--- config.mk ---
export PLATFORM = sky130hd
export DESIGN_NAME = sdrd_queue
export DESIGN_NICKNAME = d
export VERILOG_FILES = /design/src/design/sdrd_pkg.sv /design/src/design/sdrd_queue.sv
export VERILOG_INCLUDE_DIRS = /design/src /design/src/design
export SDC_FILE = /design/constraint.sdc
export NUM_CORES = 1
export LEC_CHECK = 0
export BUFFER_PORTS_ARGS = -buffer_cell sky130_fd_sc_hd__buf_2
export CAP_MARGIN = 30
export CORE_MARGIN = 4
export CORE_UTILIZATION = 45
export DETAILED_ROUTE_END_ITERATION = 8
export PLACE_DENSITY = 0.77
export REMOVE_ABC_BUFFERS = 1
export SYNTH_ARGS = -nofsm -noshare
export SYNTH_HDL_FRONTEND = slang
export SYNTH_SLANG_ARGS = --single-unit
export TNS_END_PERCENT = 30
--- constraint.sdc ---
create_clock -name clk -period 3.18 [get_ports clk]
set_input_delay 0.477 -clock clk [delete_from_list [all_inputs] [get_ports clk]]
set_output_delay 0.477 -clock clk [all_outputs]
set_load 0.01 [all_outputs]
--- src/design/shadow_diff_dirty_run_detector_top_macros.svh ---
// assertion macros shared by the dirty run detector modules
`ifndef SHADOW_DIFF_DIRTY_RUN_DETECTOR_TOP_MACROS_SVH
`define SHADOW_DIFF_DIRTY_RUN_DETECTOR_TOP_MACROS_SVH

// same-cycle implication, sampled on clk and quiet while rst_n is low
`define SDRD_ASSERT_NOW(label, ante, cons, msg) \
    label: assert property (@(posedge clk) disable iff (!rst_n) (ante) |-> (cons)) \
        else $error(msg);

// next-cycle implication, sampled on clk and quiet while rst_n is low
`define SDRD_ASSERT_NEXT(label, ante, cons, msg) \
    label: assert property (@(posedge clk) disable iff (!rst_n) (ante) |=> (cons)) \
        else $error(msg);

`endif

--- src/design/sdrd_pkg.sv ---
// shared constants and types of the dirty run detector
package sdrd_pkg;

    localparam int CFG_W = 7;
    localparam logic [CFG_W-1:0] STRIDE_RESET = 7'd16;
    localparam int BYTE_W = 8;

    localparam int QUEUE_DEPTH = 4;
    localparam int QUEUE_PTR_W = $clog2(QUEUE_DEPTH);
    localparam int QUEUE_CNT_W = $clog2(QUEUE_DEPTH + 1);

    // classification of one request as it passes from front to back
    typedef struct packed {
        logic elem_close;
        logic elem_dirty;
        logic pay_last;
    } entry_flags_t;

    // fill level of the classification queue as seen by the front
    typedef struct packed {
        logic full;
        logic almost_full;
    } q_status_t;

endpackage

--- src/design/sdrd_queue.sv ---
// short fifo of classified requests between front and back
`include "shadow_diff_dirty_run_detector_top_macros.svh"

module sdrd_queue #(
    parameter int ELEM_W = 12
) (
    input  logic                   clk,
    input  logic                   rst_n,
    input  logic                   push,
    input  sdrd_pkg::entry_flags_t push_flags,
    input  logic [ELEM_W:0]        push_elem,
    input  logic                   pop,
    output logic                   q_valid,
    output sdrd_pkg::entry_flags_t q_flags,
    output logic [ELEM_W:0]        q_elem,
    output sdrd_pkg::q_status_t    q_status
);

    sdrd_pkg::entry_flags_t flags_mem [sdrd_pkg::QUEUE_DEPTH];
    logic [ELEM_W:0]        elem_mem  [sdrd_pkg::QUEUE_DEPTH];

    logic [sdrd_pkg::QUEUE_PTR_W-1:0] wr_ptr_reg, wr_ptr_next;
    logic [sdrd_pkg::QUEUE_PTR_W-1:0] rd_ptr_reg, rd_ptr_next;
    logic [sdrd_pkg::QUEUE_CNT_W-1:0] count_reg, count_next;

    // storage write
    always_ff @(posedge clk)
    begin
        if (push)
        begin
            flags_mem[wr_ptr_reg] <= push_flags;
            elem_mem[wr_ptr_reg]  <= push_elem;
        end
    end

    // pointer and fill level
    always_comb
    begin
        wr_ptr_next = push ? wr_ptr_reg + 1'b1 : wr_ptr_reg;
        rd_ptr_next = pop ? rd_ptr_reg + 1'b1 : rd_ptr_reg;
        count_next  = count_reg;
        if (push && !pop)
        begin
            count_next = count_reg + 1'b1;
        end
        else if (pop && !push)
        begin
            count_next = count_reg - 1'b1;
        end
    end

    always_ff @(posedge clk or negedge rst_n)
    begin
        if (!rst_n)
        begin
            wr_ptr_reg <= '0;
            rd_ptr_reg <= '0;
            count_reg  <= '0;
        end
        else
        begin
            wr_ptr_reg <= wr_ptr_next;
            rd_ptr_reg <= rd_ptr_next;
            count_reg  <= count_next;
        end
    end

    // head of queue and status
    assign q_valid  = (count_reg != '0);
    assign q_flags  = flags_mem[rd_ptr_reg];
    assign q_elem   = elem_mem[rd_ptr_reg];
    assign q_status.full =
        (count_reg == sdrd_pkg::QUEUE_CNT_W'(sdrd_pkg::QUEUE_DEPTH));
    assign q_status.almost_full =
        (count_reg >= sdrd_pkg::QUEUE_CNT_W'(sdrd_pkg::QUEUE_DEPTH - 1));

    `SDRD_ASSERT_NOW(a_no_overflow, push && !pop, !q_status.full, "queue overflow")
    `SDRD_ASSERT_NOW(a_no_underflow, pop, count_reg != '0, "queue underflow")

endmodule

==> reports/summary.json <==
{
  "tritoncts": "yes",
  "asyncSetResetFlopFracSynth_pct": 9.86,
  "routed_via_density": 5.06,
  "power_leakage_nw": 1.19,
  "drt_drc_violations_left": 0,
  "switching_share_pct": 28.0,
  "cell_types_with_the_largest_area_share_after_synthesis": "edfxtp_1 70%, mux4_1 7.6%, mux4_2 6.5%",
  "yosysTopAreaCell": "edfxtp_1",
  "hold_path_depth": 2,
  "final_max_slew_viol_count": 0,
  "grt_start_max_net_pins": 18,
  "clock_sink_count": 71,
  "drt_first_iter_violations": 27,
  "net-switching-power_uw": 810,
  "synth-seq-area-share_pct": 76.2,
  "final.period_utilization_pct": 71.9,
  "critical_path.top_delay_family": "multiplexers",
  "fin_tns_setup_ns": 0,
  "cap_viol_max_count": 0,
  "grt_antenna_before_repair": 0,
  "post_synth_top_flop": "edfxtp_1",
  "worst_slew_pin_slew_ns": 0.868,
  "grt_first_pass_wirelength_um": 6960,
  "wl_met3_um": 268,
  "worst_skew_pair.late_latency_ns": 0.33,
  "hold_path_class": "in2reg",
  "layout.nets": 192,
  "worstRegToRegCells": 3,
  "power_per_cell_area_nw_per_um2": 894,
  "initial_cell_density_of_the_core_pct": 46.5,
  "die_boundary_height_um": 86.2,
  "post_synth_most_frequent_cells": "64 x edfxtp_1, 8 x mux4_1, 8 x mux4_2",
  "antenna-diode-count": 0,
  "maxUsedRoutingLayer": "met4",
  "timing.critical_path.required_ns": 2.70,
  "maxClockFrequency_mhz": 437,
  "power_frac_comb_pct": 26.6,
  "vdd_ir_drop_max_mv": 0.442,
  "combined_area_of_the_multi_input_logic_cells_um2": 599,
  "drt-pass1-iter-count": 4,
  "globalRoute.totalOverflow": 0,
  "route.layer.met1.wl_um": 1640,
  "die_x_um": 86.2,
  "power.clock.fraction_pct": 26.4,
  "critical_path.slowest_cell": "mux4_1",
  "route.vias.total": 1245,
  "synth.distinct_cells": 20,
  "nFillCells": 444,
  "wl_per_cell_um": 17.5,
  "seq_power_share_pct": 47.0,
  "tritoncts.num_buffers": 9,
  "grt_setup_unrepaired": "false",
  "report.power.total_mw": 2.89,
  "timing.clock.skew_ns": 0.00489,
  "clkTransAtPathRegs_ns": 0.07,
  "totalWireLength_um": 4320,
  "drive_gt1_share_pct": 36.8,
  "min-delay-start": "pop",
  "post_synth_instance_area_um2": 2750,
  "synth_top_cell_area_share_pct": 69.8,
  "syn_area_per_cell_um2": 23.1,
  "vias_in_the_first_global_route": 1396,
  "place.port_buffers": 38,
  "design.die.area_um2": 7430,
  "setup.worst_path.start_class": "flop",
  "critPathArrivalTime_ns": 1.81,
  "yosys_warnings": 0,
  "area_growth_syn_to_layout_pct": 17.5,
  "all_layer_gr_usage_pct": 13.2,
  "path_class": "reg2out",
  "timing.max_slew.rel_slack_pct": 42.1,
  "critical_path_peak_fanout": 16,
  "cellInternalPower_mw": 2.08,
  "r2r_setup_slack_ns": 1.46,
  "hold_violations": 0,
  "synth-seq-cells": 71,
  "met2_wirelength_um": 2350,
  "count_of_flip_flops_with_a_built_in_enable_after_synthesis": 64,
  "last_weighted_congestion_value_of_the_routability_driven_placer": 0.684,
  "gate_count_of_the_mapped_netlist": 119,
  "final_antenna_net_count": 0,
  "cts-htree-levels": 3,
  "cts-root-to-sink-buffers": 2,
  "yosysMostFrequentCell": "edfxtp_1",
  "r2r_start": "wr_ptr_reg[0]",
  "worst_path_largest_cell_delay_ns": 0.61,
  "post_cts_resized": 0,
  "min_to": "rd_ptr_reg[0]",
  "report.final.setup_viol": 0,
  "placementRows": 28,
  "crit_path_buffers_inverters": 2,
  "run_status": "complete, no violations",
  "flip_flop_count_of_the_largest_register_all_copies_and_words_added": 52,
  "core_footprint_um2": 5920,
  "regToRegEndpoint": "elem_mem[0][11]",
  "finalWorstPathRequiredPeriod_ns": 2.29,
  "root_buffer": "clkbuf_8",
  "crit_path_end_kind": "output port",
  "io_pins": 39,
  "path_cells": "buf_4 > mux4_1 > buf_2",
  "area.sequential_um2": 2100
}
## power groups by stage
stage | combinational (mW) | sequential [mW] | clock [mW]
final | 0.770 | 1.36 | 0.764
after floorplan | 0.478 | 1.37 | 0
after detailed placement | 0.785 | 1.38 | 0
after CTS | 0.791 | 1.36 | 0.783
after global placement | 0.755 | 1.36 | 0
after global routing | 0.842 | 1.38 | 0.840
## what timing repair did
action,in CTS,in global routing
buffers inserted,0,0
hold buffers,1,0
endpoints found under the hold margin,7,0
## layout make-up
| cell class | instances | area share [%] |
|---|---|---|
| multi-input cells | 40 | 18.5 |
| clock buffers | 10 | 4.26 |
| inverters | 4 | 0.464 |
| well taps | 75 | 2.90 |
| repair buffers | 40 | 6.42 |
| flip-flops and latches | 71 | 64.8 |
| clock inverters | 6 | 2.59 |
## kinds of logic (layout without fill, tap and decap cells)
family / Yosys count / after routing / synth area share (%)
compound gates: 2 / 2 / 0.454
xor+xnor: 6 / 6 / 1.91
fa+ha+maj: 6 / 6 / 3.00
buf+inv: 8 / 60 / 2.05
flops: 71 / 71 / 76.2
mux: 17 / 17 / 14.6
simple gates: 9 / 9 / 1.82
## worst max path at each step
stage                           end  cells past startpoint           from
after floorplan           q_elem[0]                      1  rd_ptr_reg[0]
after global placement    q_elem[0]                      3  rd_ptr_reg[0]
after detailed placement  q_elem[1]                      3  rd_ptr_reg[0]
after CTS                 q_elem[1]                      3  rd_ptr_reg[0]
after global routing      q_elem[1]                      3  rd_ptr_reg[0]
final                     q_elem[1]                      3  rd_ptr_reg[0]
## cell usage in the layout (no fill, tap or decap), types with 4 or more instances in the layout
cell / n
buf_2: 38
and2_1: 4
edfxtp_1: 64
inv_1: 4
dfrtp_1: 7
ha_1: 5
xor2_1: 4
clkbuf_8: 10
mux4_2: 8
mux4_1: 8
## metrics by stage
stage	utilization, %	area (um2)	cells	hold slack, ns	setup WS, ns
floorplan	-	2710	115	0.181	1.21
global placement	50.7	3000	229	0.311	1.27
detailed placement	50.7	3000	229	0.322	1.24
CTS	54.6	3230	246	0.334	0.863
global route	54.6	3230	246	0.330	0.783
finish	54.6	3230	246	0.351	0.894
## per-layer routing
layer  global-route usage [%]  up-vias
li1                         -      575
met1                     13.9      626
met4                     4.25        0
met3                     6.27       10
met5                        0        -
met2                     23.3       34
Power figures use the tool's default switching activity.
