===== src/design/shadow_diff_dirty_run_detector_top_macros.svh =====
// assertion macros shared by the dirty run detector modules
`ifndef SHADOW_DIFF_DIRTY_RUN_DETECTOR_TOP_MACROS_SVH
`define SHADOW_DIFF_DIRTY_RUN_DETECTOR_TOP_MACROS_SVH

// same-cycle implication, sampled on clk and quiet while rst_n is low
`define SDRD_ASSERT_NOW(label, ante, cons, msg) \
    label: assert property (@(posedge clk) disable iff (!rst_n) (ante) |-> (cons)) \
        else $error(msg);

// next-cycle implication, sampled on clk and quiet while rst_n is low
`define SDRD_ASSERT_NEXT(label, ante, cons, msg) \
    label: assert property (@(posedge clk) disable iff (!rst_n) (ante) |=> (cons)) \
        else $error(msg);

`endif


===== src/design/sdrd_pkg.sv =====
// shared constants and types of the dirty run detector
package sdrd_pkg;

    localparam int CFG_W = 7;
    localparam logic [CFG_W-1:0] STRIDE_RESET = 7'd16;
    localparam int BYTE_W = 8;

    localparam int QUEUE_DEPTH = 4;
    localparam int QUEUE_PTR_W = $clog2(QUEUE_DEPTH);
    localparam int QUEUE_CNT_W = $clog2(QUEUE_DEPTH + 1);

    // classification of one request as it passes from front to back
    typedef struct packed {
        logic elem_close;
        logic elem_dirty;
        logic pay_last;
    } entry_flags_t;

    // fill level of the classification queue as seen by the front
    typedef struct packed {
        logic full;
        logic almost_full;
    } q_status_t;

endpackage


===== src/design/sdrd_out_if.sv =====
// dirty run result channel
interface sdrd_out_if #(
    parameter int CAPACITY_BYTES = 4096
);

    localparam int ELEM_W = $clog2(CAPACITY_BYTES);

    logic              valid;
    logic              ready;
    logic [ELEM_W-1:0] run_first;
    logic [ELEM_W:0]   run_count;
    logic              at_end;

    modport source (output valid, output run_first, output run_count, output at_end,
                    input ready);
    modport sink (input valid, input run_first, input run_count, input at_end,
                  output ready);

endinterface


===== src/design/sdrd_back.sv =====
// back: run coalescing and result register
`include "shadow_diff_dirty_run_detector_top_macros.svh"

module sdrd_back #(
    parameter int CAPACITY_BYTES = 4096
) (
    input  logic                            clk,
    input  logic                            rst_n,
    input  logic                            q_valid,
    input  sdrd_pkg::entry_flags_t          q_flags,
    input  logic [$clog2(CAPACITY_BYTES):0] q_elem,
    output logic                            pop,
    sdrd_out_if.source                      run_stream
);

    localparam int ELEM_W = $clog2(CAPACITY_BYTES);

    logic              open_reg, open_next;
    logic [ELEM_W-1:0] start_reg, start_next;

    logic              out_valid_reg, out_valid_next;
    logic [ELEM_W-1:0] out_first_reg;
    logic [ELEM_W:0]   out_count_reg;
    logic              out_end_reg;

    logic              take;
    logic              open_mid;
    logic [ELEM_W-1:0] start_mid;
    logic              emit_clean;
    logic              emit_end;
    logic [ELEM_W:0]   end_elem;
    logic [ELEM_W:0]   run_len;

    assign take = q_valid && (!out_valid_reg || run_stream.ready);
    assign pop  = take;

    // run open/close decision for one classified request
    always_comb
    begin
        emit_clean = q_flags.elem_close && !q_flags.elem_dirty && open_reg;
        open_mid   = open_reg;
        start_mid  = start_reg;
        if (q_flags.elem_close && q_flags.elem_dirty)
        begin
            open_mid = 1'b1;
            if (!open_reg)
            begin
                start_mid = q_elem[ELEM_W-1:0];
            end
        end
        else if (emit_clean)
        begin
            open_mid = 1'b0;
        end
        end_elem = q_flags.elem_close ? q_elem + (ELEM_W + 1)'(1) : q_elem;
        emit_end = q_flags.pay_last && !emit_clean && open_mid;
        run_len  = emit_clean ? q_elem - {1'b0, start_mid} : end_elem - {1'b0, start_mid};
    end

    // run state, cleared at payload end
    always_comb
    begin
        open_next  = open_reg;
        start_next = start_reg;
        if (take)
        begin
            open_next  = q_flags.pay_last ? 1'b0 : open_mid;
            start_next = q_flags.pay_last ? '0 : start_mid;
        end
    end

    // result register
    always_comb
    begin
        out_valid_next = out_valid_reg;
        if (take)
        begin
            out_valid_next = emit_clean || emit_end;
        end
        else if (run_stream.ready)
        begin
            out_valid_next = 1'b0;
        end
    end

    always_ff @(posedge clk or negedge rst_n)
    begin
        if (!rst_n)
        begin
            open_reg      <= 1'b0;
            start_reg     <= '0;
            out_valid_reg <= 1'b0;
        end
        else
        begin
            open_reg      <= open_next;
            start_reg     <= start_next;
            out_valid_reg <= out_valid_next;
        end
    end

    always_ff @(posedge clk)
    begin
        if (take && (emit_clean || emit_end))
        begin
            out_first_reg <= start_mid;
            out_count_reg <= run_len;
            out_end_reg   <= emit_end;
        end
    end

    assign run_stream.valid     = out_valid_reg;
    assign run_stream.run_first = out_first_reg;
    assign run_stream.run_count = out_count_reg;
    assign run_stream.at_end    = out_end_reg;

    `SDRD_ASSERT_NOW(a_run_nonempty, run_stream.valid, run_stream.run_count != '0,
        "empty run reported")

endmodule


===== src/flat_wrapper.sv =====
// flat-port wrapper written by rule: the top's interface ports become plain ports
module sdrd_back_flat 
#(
    parameter int CAPACITY_BYTES = 4096
)
  (clk, rst_n, q_valid, q_flags, q_elem, pop, run_stream_valid, run_stream_run_first, run_stream_run_count, run_stream_at_end, run_stream_ready);
  sdrd_out_if #(.CAPACITY_BYTES(CAPACITY_BYTES)) run_stream_i ();
  input  logic clk;
  input  logic rst_n;
  input  logic q_valid;
  input  sdrd_pkg::entry_flags_t q_flags;
  input  logic [$clog2(CAPACITY_BYTES):0] q_elem;
  output logic pop;
  output wire logic [$bits(run_stream_i.valid)-1:0] run_stream_valid;
  output wire logic [$bits(run_stream_i.run_first)-1:0] run_stream_run_first;
  output wire logic [$bits(run_stream_i.run_count)-1:0] run_stream_run_count;
  output wire logic [$bits(run_stream_i.at_end)-1:0] run_stream_at_end;
  input wire logic [$bits(run_stream_i.ready)-1:0] run_stream_ready;
  assign run_stream_valid = run_stream_i.valid;
  assign run_stream_run_first = run_stream_i.run_first;
  assign run_stream_run_count = run_stream_i.run_count;
  assign run_stream_at_end = run_stream_i.at_end;
  assign run_stream_i.ready = run_stream_ready;
  sdrd_back #(.CAPACITY_BYTES(CAPACITY_BYTES)) u_core (.clk(clk), .rst_n(rst_n), .q_valid(q_valid), .q_flags(q_flags), .q_elem(q_elem), .pop(pop), .run_stream(run_stream_i));
endmodule

===== config.mk =====
export PLATFORM = sky130hd
export DESIGN_NAME = sdrd_back_flat
export DESIGN_NICKNAME = d
export VERILOG_FILES = /design/src/design/sdrd_pkg.sv /design/src/design/sdrd_out_if.sv /design/src/design/sdrd_back.sv /design/src/flat_wrapper.sv
export VERILOG_INCLUDE_DIRS = /design/src /design/src/design
export SDC_FILE = /design/constraint.sdc
export NUM_CORES = 1
export LEC_CHECK = 0
export BUFFER_PORTS_ARGS = -buffer_cell sky130_fd_sc_hd__clkbuf_2
export CAP_MARGIN = 0
export CORE_ASPECT_RATIO = 1.25
export CORE_MARGIN = 2
export CORE_UTILIZATION = 35
export DETAILED_ROUTE_END_ITERATION = 16
export SETUP_SLACK_MARGIN = 0.05
export SYNTH_ARGS = -nofsm -noshare
export SYNTH_HDL_FRONTEND = slang
export SYNTH_SLANG_ARGS = --single-unit

===== constraint.sdc =====
create_clock -name clk -period 3.3 [get_ports clk]
set_input_delay 0 -clock clk [delete_from_list [all_inputs] [get_ports clk]]
set_output_delay 0 -clock clk [all_outputs]
set_load 0.005 [all_outputs]

==> metrics.csv <==
metric,value,unit
status,finished clean,
min_period,2960,ps
synth_cell_types,45,
endpoint_kind,flop,
ys_ff_latch,40,
clock_latency,290,ps
synthCells,219,
die_h,95.6,um
rsz0062_at_grt,no,
finalClockSkew,2.10,ps
final.setup.tns,0,ps
fin_crit_sh,0.897,
maxSlewHeadroom,0.614,
die_width,77.2,um
cts_made_buffers,5,
io_pins,48,
drtAntennaViolNets,0,
hold_path_class,primary input to flop,
vias_per_cell,4.86,
nNetsFinal,309,
drt_iter0_drc,44,
h-tree-depth,2,
n_antenna_cell,0,
arrival,3010,ps
hold_violations,0,
clock.fmax,0.338,GHz
cp_max_fo,6,
p_leak,1.31,nW
grt_max_degree,19,
final_cells,363,
place_ws,370,ps
vias,1763,
synthTopCellsByCount,"26 x edfxtp_1, 25 x nand2_1, 19 x inv_1",
syn_area,0.00235,mm^2
syn_area_per_cell,10.7,um^2
synth_edf_count,26,
synth_top_cell_area_share,0.333,
hold_slack,113,ps
timing.rr.end,u_core.run_stream.run_count[12],
area_delta_synth_final,21.0,%
synth_warnings,0,
reg2reg_depth,11,
p_total,1.30,mW
largest_reg_flops,13,
final_max_slew_viol_count,0,
ys_seq_area_frac,0.482,
worst_slew_pin_slew,578,ps
gp_congestion,0.874,
dp_hpwl,3720,um
post-route-drc-count,0,
synthArstFlopShare,0.350,
root_buffer,clkbuf_8,
core_area,0.00652,mm^2
numPortBuffers,47,
max_cap_viol_count,0,
yosys-top-cells-area,"edfxtp_1 33%, dfrtp_1 15%, ha_1 6.9%",
grt_pass1_wl,7910,um
setup_ws,341,ps
crit_type,flop to flop,
ir_drop,0.000221,V
clock_sinks,40,
ff2ff_setup_slack,340,ps
critical_path_required,3350,ps
yosysMostFrequentCell,edfxtp_1,
clk_path_buf_depth,2,
dp_cells,351,
drtPass1Iterations,4,
cts_resized,0,
hold_depth,3,
ys.flop_type,edfxtp_1,
dieArea,0.00738,mm^2
min_to,u_core.run_stream.run_count[12],
antenna_found_initial,0,
final-setup-viol-count,0,
r2r_start,u_core.open_reg,
yosysTopAreaCell,edfxtp_1,
num_rows,33,
min-delay-start,q_elem[12],
power.density,457,mW/mm^2
clk_pin_slew,80,ps
start_util,0.360,
drive_gt1_frac,0.246,
track_usage,0.138,
grt_overflow,0,
worstSetupStartpointType,flop,
syn-num-nets,253,
cts_tree,yes,
grt_pass1_vias,1688,
wl_per_cell,13.2,um
drt-total-wl,4780,um
routing by layer:
metal	part of all wire	track usage
met4	0.014	0.0491
met2	0.51	0.252
met5	0	0
met3	0.038	0.0294
met1	0.43	0.159
kinds of logic after synthesis:
logic type | count (synthesis) | synth area share
flops | 40 | 0.482
xor+xnor | 19 | 0.0741
compound gates | 43 | 0.116
buf+inv | 24 | 0.0410
fa+ha+maj | 14 | 0.0778
mux | 14 | 0.0613
simple gates | 65 | 0.148
through the flow:
step / instance area, um^2 / utilization
global route: 2840 / 0.435
floorplan: 2350 / -
finish: 2840 / 0.435
detailed placement: 2690 / 0.412
global placement: 2690 / 0.412
CTS: 2840 / 0.435
worst max path at each step:
stage | start | endpoint | slack (ps) | cells after the start
floorplan | u_core.open_reg | u_core.run_stream.run_count[12] | 670 | 11
global placement | u_core.open_reg | u_core.run_stream.run_count[12] | 470 | 11
detailed placement | u_core.open_reg | u_core.run_stream.run_count[12] | 370 | 11
CTS | u_core.open_reg | u_core.run_stream.run_count[12] | 350 | 11
global route | u_core.open_reg | u_core.run_stream.run_count[12] | 70 | 11
finish | u_core.open_reg | u_core.run_stream.run_count[12] | 340 | 11
cell usage in the layout, fill, tap and decap left out, types with 3 or more instances in the layout:
cell type | Yosys | routed
clkbuf_2 | 0 | 47
edfxtp_1 | 26 | 26
nand2_1 | 25 | 25
inv_1 | 19 | 19
o21ai_0 | 16 | 16
xnor2_1 | 14 | 14
dfrtp_1 | 14 | 14
ha_1 | 13 | 13
nor2_1 | 12 | 12
mux2i_1 | 11 | 11
nand3_1 | 8 | 8
a21oi_1 | 7 | 7
clkbuf_8 | 0 | 6
xor2_1 | 4 | 4
dlygate4sd3_1 | 0 | 4
and3_1 | 3 | 3
mux2_2 | 3 | 3
a211oi_1 | 3 | 3
o31ai_1 | 3 | 3
buf_4 | 1 | 3
where the power goes:
part / internal, mW / switching, mW
clock: 0.213 / 0.172
sequential: 0.583 / 0.0109
combinational: 0.138 / 0.182
total: 0.934 / 0.365
critical path: stages, from the launching register on:
cell      delay [ps]
dfrtp_1          400
nor2b_1          190
nor2b_2          240
and3_1           280
nand4_1          130
xnor2_1          140
ha_1             360
a21oi_1          320
o21ai_0          160
a211oi_1         250
a21oi_1          110
xnor2_1          140
final cells by class:
type	count	area (um^2)
multi-input cells	155	1120
flip-flops and latches	40	1130
clock buffers	7	108
well taps	87	109
repair buffers	54	298
clock inverters	1	3.75
inverters	19	71.3
fillers	684	3680
what timing repair did:
action	in CTS	in global routing
buffers inserted	0	0
hold endpoints to repair	16	0
hold buffers	4	0
Note: power is estimated with default switching activity, not from simulation.
